===== config.mk =====
export PLATFORM = sky130hd
export DESIGN_NAME = ansi_text_console_stream_core
export DESIGN_NICKNAME = d
export VERILOG_FILES = /design/src/design/atcs_pkg.sv /design/src/design/atcs_front.sv /design/src/design/atcs_queue.sv /design/src/design/atcs_back.sv /design/src/design/ansi_text_console_stream_core.sv
export SDC_FILE = /design/constraint.sdc
export NUM_CORES = 1
export LEC_CHECK = 0
export BUFFER_PORTS_ARGS = -buffer_cell sky130_fd_sc_hd__buf_2
export CORE_MARGIN = 2
export CORE_UTILIZATION = 45
export CTS_CLUSTER_DIAMETER = 100
export DETAILED_ROUTE_END_ITERATION = 8
export SYNTH_ARGS = -nofsm -noshare
export SYNTH_HDL_FRONTEND = slang
export SYNTH_HIERARCHICAL = 1
export SYNTH_SLANG_ARGS = --single-unit

===== constraint.sdc =====
create_clock -name clk -period 15.3 [get_ports clk]
set_input_delay 3.06 -clock clk [delete_from_list [all_inputs] [get_ports clk]]
set_output_delay 3.06 -clock clk [all_outputs]
set_load 0.01 [all_outputs]

===== src/design/atcs_pkg.sv =====
// Shared types, constants and helper functions for the ANSI text console stream core.
package atcs_pkg;

    localparam int ARG_SLOTS   = 4;
    localparam int MAX_RESULTS = 4;
    localparam int QUEUE_DEPTH = 4;
    localparam int QPTR_W      = $clog2(QUEUE_DEPTH);
    localparam int QCNT_W      = $clog2(QUEUE_DEPTH + 1);
    localparam int SLOT_W      = $clog2(MAX_RESULTS);
    localparam int RCNT_W      = $clog2(MAX_RESULTS + 1);
    localparam int CFG_IDX_W   = 2;

    // command kinds
    localparam logic [1:0] CMD_DRAW   = 2'd0;
    localparam logic [1:0] CMD_SCROLL = 2'd1;
    localparam logic [1:0] CMD_CLEAR  = 2'd2;

    // register indexes
    localparam logic [CFG_IDX_W-1:0] REG_TEXT_COLUMNS = 2'd0;
    localparam logic [CFG_IDX_W-1:0] REG_TEXT_ROWS    = 2'd1;

    // action codes
    localparam logic ACT_CHAR  = 1'b0;
    localparam logic ACT_CLEAR = 1'b1;

    // byte codes
    localparam logic [7:0] CH_NUL  = 8'h00;
    localparam logic [7:0] CH_LF   = 8'h0A;
    localparam logic [7:0] CH_CR   = 8'h0D;
    localparam logic [7:0] CH_ESC  = 8'h1B;
    localparam logic [7:0] CH_LBRK = 8'h5B;
    localparam logic [7:0] CH_SEMI = 8'h3B;
    localparam logic [7:0] CH_SGR  = 8'h6D;
    localparam logic [7:0] CH_ZERO = 8'h30;
    localparam logic [7:0] CH_NINE = 8'h39;

    // SGR command and selector values
    localparam logic [15:0] SGR_FG      = 16'd38;
    localparam logic [15:0] SGR_BG      = 16'd48;
    localparam logic [15:0] SEL_PALETTE = 16'd5;
    localparam logic [15:0] SEL_DIRECT  = 16'd2;

    localparam logic [3:0]  POS_MAX     = 4'd15;
    localparam logic [23:0] FG_RESET    = 24'hFFFFFF;
    localparam logic [23:0] BG_RESET    = 24'h000000;
    localparam logic [9:0]  COLS_RESET  = 10'd80;
    localparam logic [9:0]  ROWS_RESET  = 10'd25;

    typedef struct packed {
        logic        action;
        logic [7:0]  char_code;
        logic [23:0] clear_color;
    } item_t;

    typedef struct packed {
        logic [1:0]  command_kind;
        logic [9:0]  text_col;
        logic [9:0]  text_row;
        logic [7:0]  glyph_code;
        logic [23:0] fg_color;
        logic [23:0] bg_color;
        logic        last;
    } result_t;

    typedef struct packed {
        logic [9:0] cols;
        logic [9:0] rows;
    } geom_t;

    typedef struct packed {
        logic [9:0] col;
        logic [9:0] row;
    } cursor_t;

    typedef struct packed {
        cursor_t cur;
        logic    scroll;
    } step_t;

    typedef struct packed {
        logic [1:0] kind;
        logic [9:0] col;
        logic [9:0] row;
        logic [7:0] glyph;
    } slot_t;

    // all commands of one item; fg/bg are the same for every command of it
    typedef struct packed {
        logic [RCNT_W-1:0]            count;
        logic [23:0]                  fg;
        logic [23:0]                  bg;
        slot_t [MAX_RESULTS-1:0]      slots;
    } bundle_t;

    function automatic logic [23:0] palette_f(logic [3:0] idx);
        logic [23:0] c;
        unique case (idx)
            4'd0:    c = 24'h000000;
            4'd1:    c = 24'hAA0000;
            4'd2:    c = 24'h00AA00;
            4'd3:    c = 24'hAAAA00;
            4'd4:    c = 24'h0000AA;
            4'd5:    c = 24'hAA00AA;
            4'd6:    c = 24'h00AAAA;
            4'd7:    c = 24'hAAAAAA;
            4'd8:    c = 24'h555555;
            4'd9:    c = 24'hFF5555;
            4'd10:   c = 24'h55FF55;
            4'd11:   c = 24'hFFFF55;
            4'd12:   c = 24'h5555FF;
            4'd13:   c = 24'hFF55FF;
            4'd14:   c = 24'h55FFFF;
            default: c = 24'hFFFFFF;
        endcase
        return c;
    endfunction

    // a*10 + d, wrapping at 16 bits
    function automatic logic [15:0] acc_digit(logic [15:0] a, logic [3:0] d);
        return (a << 3) + (a << 1) + {12'd0, d};
    endfunction

endpackage


===== src/design/atcs_front.sv =====
// Front end: accepts items, parses escape sequences, tracks cursor and colors, builds command bundles.
module atcs_front
    import atcs_pkg::*;
(
    input  logic    clk,
    input  logic    rst_n,
    input  geom_t   geom,
    input  logic    item_valid,
    output logic    item_stall,
    input  item_t   item,
    input  logic    q_full,
    output logic    push,
    output bundle_t bundle
);

    logic [9:0]  col_reg, col_next;
    logic [9:0]  row_reg, row_next;
    logic        esc_reg, esc_next;
    logic        seq_reg, seq_next;
    logic [3:0]  pos_reg, pos_next;
    logic [15:0] cmd_reg, cmd_next;
    logic [15:0] arg_reg  [ARG_SLOTS];
    logic [15:0] arg_next [ARG_SLOTS];
    logic [23:0] fg_reg, fg_next;
    logic [23:0] bg_reg, bg_next;

    logic accept;

    function automatic step_t newline_f(cursor_t c, geom_t g);
        step_t      s;
        logic [9:0] r1;
        r1       = c.row + 10'd1;
        s.scroll = (r1 >= g.rows);
        s.cur.col = '0;
        if (s.scroll)
            s.cur.row = (g.rows == 10'd0) ? 10'd0 : g.rows - 10'd1;
        else
            s.cur.row = r1;
        return s;
    endfunction

    function automatic step_t advance_f(cursor_t c, geom_t g);
        step_t      s;
        cursor_t    t;
        t.col = c.col + 10'd1;
        t.row = c.row;
        if (t.col >= g.cols) begin
            s = newline_f(t, g);
        end
        else begin
            s.cur    = t;
            s.scroll = 1'b0;
        end
        return s;
    endfunction

    assign item_stall = q_full;
    assign accept     = item_valid && !q_full;

    always_comb begin
        cursor_t           cur;
        step_t             s;
        logic [RCNT_W-1:0] n;
        logic [7:0]        c;
        logic              do_esc_glyph;
        logic              do_plain;
        logic [3:0]        d;
        logic [23:0]       colour;
        logic              colour_ok;

        c        = item.char_code;
        d        = c[3:0] - CH_ZERO[3:0];
        cur.col  = col_reg;
        cur.row  = row_reg;
        s        = '0;
        n        = '0;
        bundle   = '0;
        colour   = '0;
        colour_ok = 1'b0;
        esc_next = esc_reg;
        seq_next = seq_reg;
        pos_next = pos_reg;
        cmd_next = cmd_reg;
        for (int i = 0; i < ARG_SLOTS; i++)
            arg_next[i] = arg_reg[i];
        fg_next  = fg_reg;
        bg_next  = bg_reg;
        do_esc_glyph = 1'b0;
        do_plain     = 1'b0;
        bundle.fg = fg_reg;
        bundle.bg = bg_reg;

        if (item.action == ACT_CLEAR) begin
            esc_next = 1'b0;
            seq_next = 1'b0;
            cur      = '0;
            bundle.slots[0].kind = CMD_CLEAR;
            bundle.bg = item.clear_color;
            n = RCNT_W'(1);
        end
        else if (seq_reg) begin
            priority if (c == CH_SEMI) begin
                if (pos_reg < POS_MAX)
                    pos_next = pos_reg + 4'd1;
            end
            else if (c == CH_SGR) begin
                seq_next = 1'b0;
                if (arg_reg[0] == SEL_PALETTE) begin
                    colour    = palette_f(arg_reg[1][3:0]);
                    colour_ok = 1'b1;
                end
                else if (arg_reg[0] == SEL_DIRECT) begin
                    colour    = {arg_reg[1][7:0], arg_reg[2][7:0], arg_reg[3][7:0]};
                    colour_ok = 1'b1;
                end
                if (colour_ok && cmd_reg == SGR_FG)
                    fg_next = colour;
                else if (colour_ok && cmd_reg == SGR_BG)
                    bg_next = colour;
            end
            else if (c >= CH_ZERO && c <= CH_NINE) begin
                if (pos_reg == 4'd0)
                    cmd_next = acc_digit(cmd_reg, d);
                for (int i = 0; i < ARG_SLOTS; i++)
                    if (pos_reg != 4'd0 && (pos_reg - 4'd1) == 4'(i))
                        arg_next[i] = acc_digit(arg_reg[i], d);
            end
            else begin
                // any other byte inside a sequence is dropped
            end
        end
        else if (esc_reg) begin
            esc_next = 1'b0;
            if (c == CH_LBRK) begin
                seq_next = 1'b1;
                pos_next = '0;
                cmd_next = '0;
                for (int i = 0; i < ARG_SLOTS; i++)
                    arg_next[i] = '0;
            end
            else begin
                do_esc_glyph = 1'b1;
                do_plain     = 1'b1;
            end
        end
        else begin
            do_plain = 1'b1;
        end

        // lone ESC is drawn as a glyph before the byte after it
        if (do_esc_glyph) begin
            bundle.slots[n[SLOT_W-1:0]] = '{CMD_DRAW, cur.col, cur.row, CH_ESC};
            n = n + RCNT_W'(1);
            s = advance_f(cur, geom);
            cur = s.cur;
            if (s.scroll) begin
                bundle.slots[n[SLOT_W-1:0]] = '{CMD_SCROLL, 10'd0, 10'd0, 8'd0};
                n = n + RCNT_W'(1);
            end
        end

        if (do_plain) begin
            priority if (c == CH_LF) begin
                s = newline_f(cur, geom);
                cur = s.cur;
                if (s.scroll) begin
                    bundle.slots[n[SLOT_W-1:0]] = '{CMD_SCROLL, 10'd0, 10'd0, 8'd0};
                    n = n + RCNT_W'(1);
                end
            end
            else if (c == CH_CR) begin
                cur.col = '0;
            end
            else if (c == CH_ESC) begin
                esc_next = 1'b1;
            end
            else if (c != CH_NUL) begin
                bundle.slots[n[SLOT_W-1:0]] = '{CMD_DRAW, cur.col, cur.row, c};
                n = n + RCNT_W'(1);
                s = advance_f(cur, geom);
                cur = s.cur;
                if (s.scroll) begin
                    bundle.slots[n[SLOT_W-1:0]] = '{CMD_SCROLL, 10'd0, 10'd0, 8'd0};
                    n = n + RCNT_W'(1);
                end
            end
            else begin
                // NUL
            end
        end

        col_next     = cur.col;
        row_next     = cur.row;
        bundle.count = n;
        push         = accept && (n != '0);
    end

    always_ff @(posedge clk or negedge rst_n) begin
        if (!rst_n) begin
            col_reg <= '0;
            row_reg <= '0;
            esc_reg <= 1'b0;
            seq_reg <= 1'b0;
            pos_reg <= '0;
            cmd_reg <= '0;
            for (int i = 0; i < ARG_SLOTS; i++)
                arg_reg[i] <= '0;
            fg_reg  <= FG_RESET;
            bg_reg  <= BG_RESET;
        end
        else if (accept) begin
            col_reg <= col_next;
            row_reg <= row_next;
            esc_reg <= esc_next;
            seq_reg <= seq_next;
            pos_reg <= pos_next;
            cmd_reg <= cmd_next;
            for (int i = 0; i < ARG_SLOTS; i++)
                arg_reg[i] <= arg_next[i];
            fg_reg  <= fg_next;
            bg_reg  <= bg_next;
        end
    end

endmodule


===== src/design/atcs_queue.sv =====
// Short bundle queue between the front end and the command sequencer.
module atcs_queue
    import atcs_pkg::*;
(
    input  logic    clk,
    input  logic    rst_n,
    input  logic    push,
    input  bundle_t wdata,
    input  logic    pop,
    output bundle_t rdata,
    output logic    empty,
    output logic    full
);

    bundle_t             mem [QUEUE_DEPTH];
    logic [QPTR_W-1:0]   wptr_reg, rptr_reg;
    logic [QCNT_W-1:0]   count_reg;

    assign empty = (count_reg == '0);
    assign full  = (count_reg == QCNT_W'(QUEUE_DEPTH));
    assign rdata = mem[rptr_reg];

    always_ff @(posedge clk) begin
        if (push)
            mem[wptr_reg] <= wdata;
    end

    always_ff @(posedge clk or negedge rst_n) begin
        if (!rst_n) begin
            wptr_reg  <= '0;
            rptr_reg  <= '0;
            count_reg <= '0;
        end
        else begin
            if (push)
                wptr_reg <= (wptr_reg == QPTR_W'(QUEUE_DEPTH - 1)) ? '0 : wptr_reg + 1'b1;
            if (pop)
                rptr_reg <= (rptr_reg == QPTR_W'(QUEUE_DEPTH - 1)) ? '0 : rptr_reg + 1'b1;
            if (push && !pop)
                count_reg <= count_reg + 1'b1;
            else if (pop && !push)
                count_reg <= count_reg - 1'b1;
        end
    end

    a_no_overflow: assert property (@(posedge clk) disable iff (!rst_n) push |-> !full)
        else $error("queue push while full");
    a_count_range: assert property (@(posedge clk) disable iff (!rst_n)
        count_reg <= QCNT_W'(QUEUE_DEPTH))
        else $error("queue count out of range");
    a_push_lands: assert property (@(posedge clk) disable iff (!rst_n)
        (push && !pop) |=> !empty)
        else $error("pushed bundle lost");

endmodule


===== src/design/atcs_back.sv =====
// Command sequencer: pops bundles, plays commands one per cycle if unstalled.
module atcs_back
    import atcs_pkg::*;
(
    input  logic    clk,
    input  logic    rst_n,
    input  logic    q_empty,
    input  bundle_t q_head,
    output logic    pop,
    output logic    cmd_valid,
    input  logic    cmd_stall,
    output result_t cmd
);

    bundle_t           cur_reg;
    logic [SLOT_W-1:0] idx_reg;
    logic              busy_reg;
    logic              at_last;
    logic              take;
    slot_t             slot;

    assign slot      = cur_reg.slots[idx_reg];
    assign at_last   = ({1'b0, idx_reg} == (cur_reg.count - RCNT_W'(1)));
    assign take      = busy_reg && !cmd_stall;
    assign pop       = !q_empty && (!busy_reg || (take && at_last));
    assign cmd_valid = busy_reg;

    always_comb begin
        cmd.command_kind = slot.kind;
        cmd.text_col     = slot.col;
        cmd.text_row     = slot.row;
        cmd.glyph_code   = slot.glyph;
        cmd.fg_color     = cur_reg.fg;
        cmd.bg_color     = cur_reg.bg;
        cmd.last         = at_last;
    end

    always_ff @(posedge clk) begin
        if (pop)
            cur_reg <= q_head;
    end

    always_ff @(posedge clk or negedge rst_n) begin
        if (!rst_n) begin
            busy_reg <= 1'b0;
            idx_reg  <= '0;
        end
        else if (pop) begin
            busy_reg <= 1'b1;
            idx_reg  <= '0;
        end
        else if (take && at_last) begin
            busy_reg <= 1'b0;
        end
        else if (take) begin
            idx_reg <= idx_reg + 1'b1;
        end
    end

    a_count_nonzero: assert property (@(posedge clk) disable iff (!rst_n)
        cmd_valid |-> (cur_reg.count != '0))
        else $error("empty bundle in sequencer");
    a_idx_in_range: assert property (@(posedge clk) disable iff (!rst_n)
        cmd_valid |-> ({1'b0, idx_reg} < cur_reg.count))
        else $error("slot index beyond bundle");
    a_burst_holds: assert property (@(posedge clk) disable iff (!rst_n)
        (cmd_valid && !cmd_stall && !cmd.last) |=> cmd_valid)
        else $error("burst ended before last command");

endmodule


===== src/design/ansi_text_console_stream_core.sv =====
// Top level of the ANSI text console stream core: config registers, front end, queue, sequencer.
//
// Usage:
//   item channel (item_valid / item_stall / item): one console byte or a clear
//   request per item. The item is taken at a clock edge with item_valid high and
//   item_stall low. item_stall rises only while the bundle queue is full.
//   cmd channel (cmd_valid / cmd_stall / cmd): draw, scroll and clear commands,
//   one per cycle unless stalled, with cmd.last set on the final command caused by an item.
//   cfg channel (cfg_valid / cfg_ready / cfg_index / cfg_data): index 0 sets
//   text_columns, index 1 text_rows; cfg_ready is always high. Write only idle.
// Timing:
//   The front end takes one item every cycle while the queue is not full and turns it into a
//   bundle of up to four commands in that same cycle. A four-entry bundle queue sits between it
//   and the sequencer; with an idle output the bundle passes through the queue and then the
//   sequencer's bundle register before cmd_valid rises. The sequencer drains one command per
//   cycle unless stalled, back to back across items, so the input keeps one item per cycle as
//   long as items average one command; commandless items (escape bytes, CR, NUL) skip the queue.
// Reset: asynchronous, rst_n low. Cursor homes, colors go white on black, the
//   parser is idle, geometry returns to 80 x 25 and the queue empties.
// A stalled cmd holds its payload; the queue absorbs bursts until full.
module ansi_text_console_stream_core
    import atcs_pkg::*;
(
    input  logic                 clk,
    input  logic                 rst_n,
    input  logic                 item_valid,
    output logic                 item_stall,
    input  item_t                item,
    output logic                 cmd_valid,
    input  logic                 cmd_stall,
    output result_t              cmd,
    input  logic                 cfg_valid,
    output logic                 cfg_ready,
    input  logic [CFG_IDX_W-1:0] cfg_index,
    input  logic [9:0]           cfg_data
);

    geom_t   geom_reg;
    logic    push, pop, q_empty, q_full;
    bundle_t push_data, head_data;

    // geometry registers, always writable
    assign cfg_ready = 1'b1;

    always_ff @(posedge clk or negedge rst_n) begin
        if (!rst_n) begin
            geom_reg.cols <= COLS_RESET;
            geom_reg.rows <= ROWS_RESET;
        end
        else if (cfg_valid) begin
            if (cfg_index == REG_TEXT_COLUMNS)
                geom_reg.cols <= cfg_data;
            else if (cfg_index == REG_TEXT_ROWS)
                geom_reg.rows <= cfg_data;
        end
    end

    // parser and cursor tracker
    atcs_front u_front (
        .clk        (clk),
        .rst_n      (rst_n),
        .geom       (geom_reg),
        .item_valid (item_valid),
        .item_stall (item_stall),
        .item       (item),
        .q_full     (q_full),
        .push       (push),
        .bundle     (push_data)
    );

    // decouples parsing from command playout
    atcs_queue u_queue (
        .clk   (clk),
        .rst_n (rst_n),
        .push  (push),
        .wdata (push_data),
        .pop   (pop),
        .rdata (head_data),
        .empty (q_empty),
        .full  (q_full)
    );

    // one command per cycle toward the renderer while cmd_stall is low
    atcs_back u_back (
        .clk       (clk),
        .rst_n     (rst_n),
        .q_empty   (q_empty),
        .q_head    (head_data),
        .pop       (pop),
        .cmd_valid (cmd_valid),
        .cmd_stall (cmd_stall),
        .cmd       (cmd)
    );

endmodule


==> out/qor.yml <==
root_buffer: "clkbuf_16"
p_leak_nw: 18.0
grt_pass1_vias: 24600
cp_top_family: "simple AND/OR/NAND/NOR gates"
drc: 0
crit_buf_inv: 6
area_growth_pct: 11.1
syn_area_um2: 44400
clock_sinks: 1015
rows: 115
grt_pass1_wl_mm: 154
synth_seq_cells: 1015
final_util_pct: 50.3
ant_nets: 0
synth.top_cell.area_share_pct: 57.8
dr_wl_met3_mm: 4.42
period_minus_slack_ns: 11.48
first_pass_iters: 5
largest_register_ffs: 684
postCtsResizedCells: 0
grt_antenna_before_repair: 2
hp-class: "reg2reg"
ys.warnings.count: 6
peakVddDrop_mv: 0.152
htreeDepth: 3
ys_types: 97
drive_above_1_share_pct: 22.0
die_w_um: 318
critPathLaunch: "item[32]"
cp_slowest_cell: "and2_4"
cp-start-kind: "input port"
ys.flop_type: "edfxtp_1"
maxCapViolations: 0
routed.top_layer: "met4"
place_congestion: 0.856
synth_top_cell_by_area: "edfxtp_1"
drt-wirelength-per-cell_um: 23.8
fin_tns_setup_ns: 0
critical_path_class: "in2reg"
dieArea_um2: 101000
grt.overflow.total: 0
dpl.hpwl_mm: 63.7
setup_viol: 0
ios: 132
post-route-period-util_pct: 75.0
cts_tree: "yes"
outcome: "finished clean"
hold_violations: 0
hp-start: "u_front/bg_reg[0]"
drt-total-wl_mm: 100
yosysSeqAreaShare_pct: 66.9
met1_length_mm: 44.4
synth-edff-count: 855
drv_slew: 0
clk_latency_ns: 0.69
grt_usage_pct: 19.9
port_buffers: 130
timing.rr.start: "u_front/row_reg[1]"
vias: 23900
fin_skew_ns: 0.0394
crit_fanout: 63
clk_pin_slew_ns: 0.06
fillers: 8112
slowest_delay_ns: 0.93
cellPowerDensity_nw_per_um2: 166
via_per_inst: 5.68
worstPathArrival_ns: 11.82
synth.area.top_cells: "edfxtp_1 (58%), mux4_2 (10%), dfrtp_1 (7.4%)"
avgSynthCellArea_um2: 16.2
crit_required_ns: 15.64
cts_hold_buf: 0
coreArea_um2: 98100
post_cts.repair.setup_buffers: 0
synthCells: 2735
final_nets: 3041
wl_met2_mm: 49.0
drtIter0Drc: 1732
grt_setup_unrepaired: "false"
slew_headroom_pct: 25.7
die_y_um: 318
clk_path_buf_depth: 3
max_freq_mhz: 87.1
grt_max_degree: 173
postSynth.asyncResetShare_pct: 15.8
cts_buffers: 101
start_util_pct: 45.2
end_kind: "register"
worstMarginPinSlew_ns: 1.11
==> logic make-up after synthesis <==
group | after synthesis | share of synthesized area [%]
adder cells (fa/ha/maj) | 160 | 4.70
other | 2 | 0.0169
XOR/XNOR | 84 | 1.67
AND/OR/NAND/NOR | 590 | 6.48
AO/OA/AOI/OAI | 369 | 5.28
flip-flops | 1015 | 66.9
multiplexers | 267 | 11.9
buffers and inverters | 248 | 3.02
==> synth_stat cells (8+ instances only) <==
| master | n |
|---|---|
| a21o_1 | 30 |
| o31ai_1 | 8 |
| dfrtp_1 | 131 |
| nand2b_1 | 16 |
| a21oi_1 | 83 |
| xor2_1 | 41 |
| o21ai_0 | 143 |
| nor2_1 | 168 |
| ha_1 | 149 |
| nand3_1 | 93 |
| nor4_1 | 11 |
| inv_1 | 74 |
| buf_6 | 21 |
| buf_1 | 9 |
| nor3_1 | 31 |
| and2_1 | 34 |
| dfstp_2 | 29 |
| mux4_2 | 201 |
| or3_1 | 10 |
| mux2i_1 | 16 |
| xnor2_1 | 42 |
| nor2b_1 | 20 |
| edfxtp_1 | 855 |
| buf_2 | 25 |
| a31oi_1 | 12 |
| o21a_1 | 8 |
| fa_1 | 11 |
| nand4_1 | 18 |
| nand2_1 | 145 |
| o21ai_1 | 8 |
| mux2_4 | 10 |
| and3_1 | 10 |
| clkbuf_1 | 59 |
| buf_4 | 59 |
| mux2_2 | 40 |
==> tightest hold or removal path, cell delays in order, from the launching register on <==
cell     delay, ns
dfrtp_1       0.35
nand2_1       0.05
o21ai_0       0.06
==> final timing paths <==
kind                                        to  slack [ns]  cells after the start
hold reg to reg              u_front/bg_reg[0]        0.49                      2
max in group asynchronous   u_front/cmd_reg[9]       11.57                      2
setup / recovery            u_queue/mem[1][50]        3.82                     29
min in group asynchronous  u_front/arg_reg[52]        2.40                      1
hold / removal               u_front/bg_reg[0]        0.49                      2
setup reg to reg            u_queue/mem[1][50]        6.02                     29
==> report_power, final <==
part	switching, mW	total, mW	internal [mW]	leakage (nW)
Combinational	1.03	1.81	0.780	6.18
Clock	1.04	2.49	1.45	1.66
Sequential	0.234	3.87	3.64	10.1
Total	2.31	8.17	5.86	18.0
==> cells in the final DEF, fill, tap and decap left out, drive strengths merged, types with 29 or more instances in the layout <==
cell type / instances
ha: 149
nor2: 169
dfstp: 29
clkbuf: 115
nor3: 34
xor2: 41
a21oi: 88
buf: 164
o21ai: 153
edfxtp: 855
nand2: 146
dfrtp: 131
and2: 34
xnor2: 43
nand3: 94
mux2: 50
clkinv: 54
a21o: 30
mux4: 201
inv: 79
==> metal layers <==
metal  GRT usage, %  vias to the layer above
li1               -                    10700
met1           28.0                    12400
met2           32.9                      594
met3           2.69                      145
met4           5.38                        0
met5              0                        -
==> stage by stage <==
stage	hold WS, ns	cells	area, um^2	power [mW]	setup WS [ns]
2_1_floorplan	0.446	2737	44400	5.27	0.834
3_3_place_gp	0.463	4015	46000	5.75	3.30
3_5_place_dp	0.478	4015	46000	5.79	3.18
4_1_cts	0.494	4202	49300	8.29	3.88
5_1_grt	0.509	4202	49300	8.54	3.04
6_report	0.493	4203	49300	8.17	3.82
==> final cells by class <==
cell class | instances | area, um^2 | share of cell area (%)
antenna | 1 | 2.50 | 0.00507
clock inverter | 72 | 723 | 1.47
tap | 1287 | 1610 | 3.26
timing repair buffer | 164 | 990 | 2.01
sequential | 1015 | 29700 | 60.2
multi-input combinational | 1474 | 13400 | 27.1
inverter | 75 | 282 | 0.571
clock buffer | 115 | 2640 | 5.36
Power figures use the tool's default switching activity.
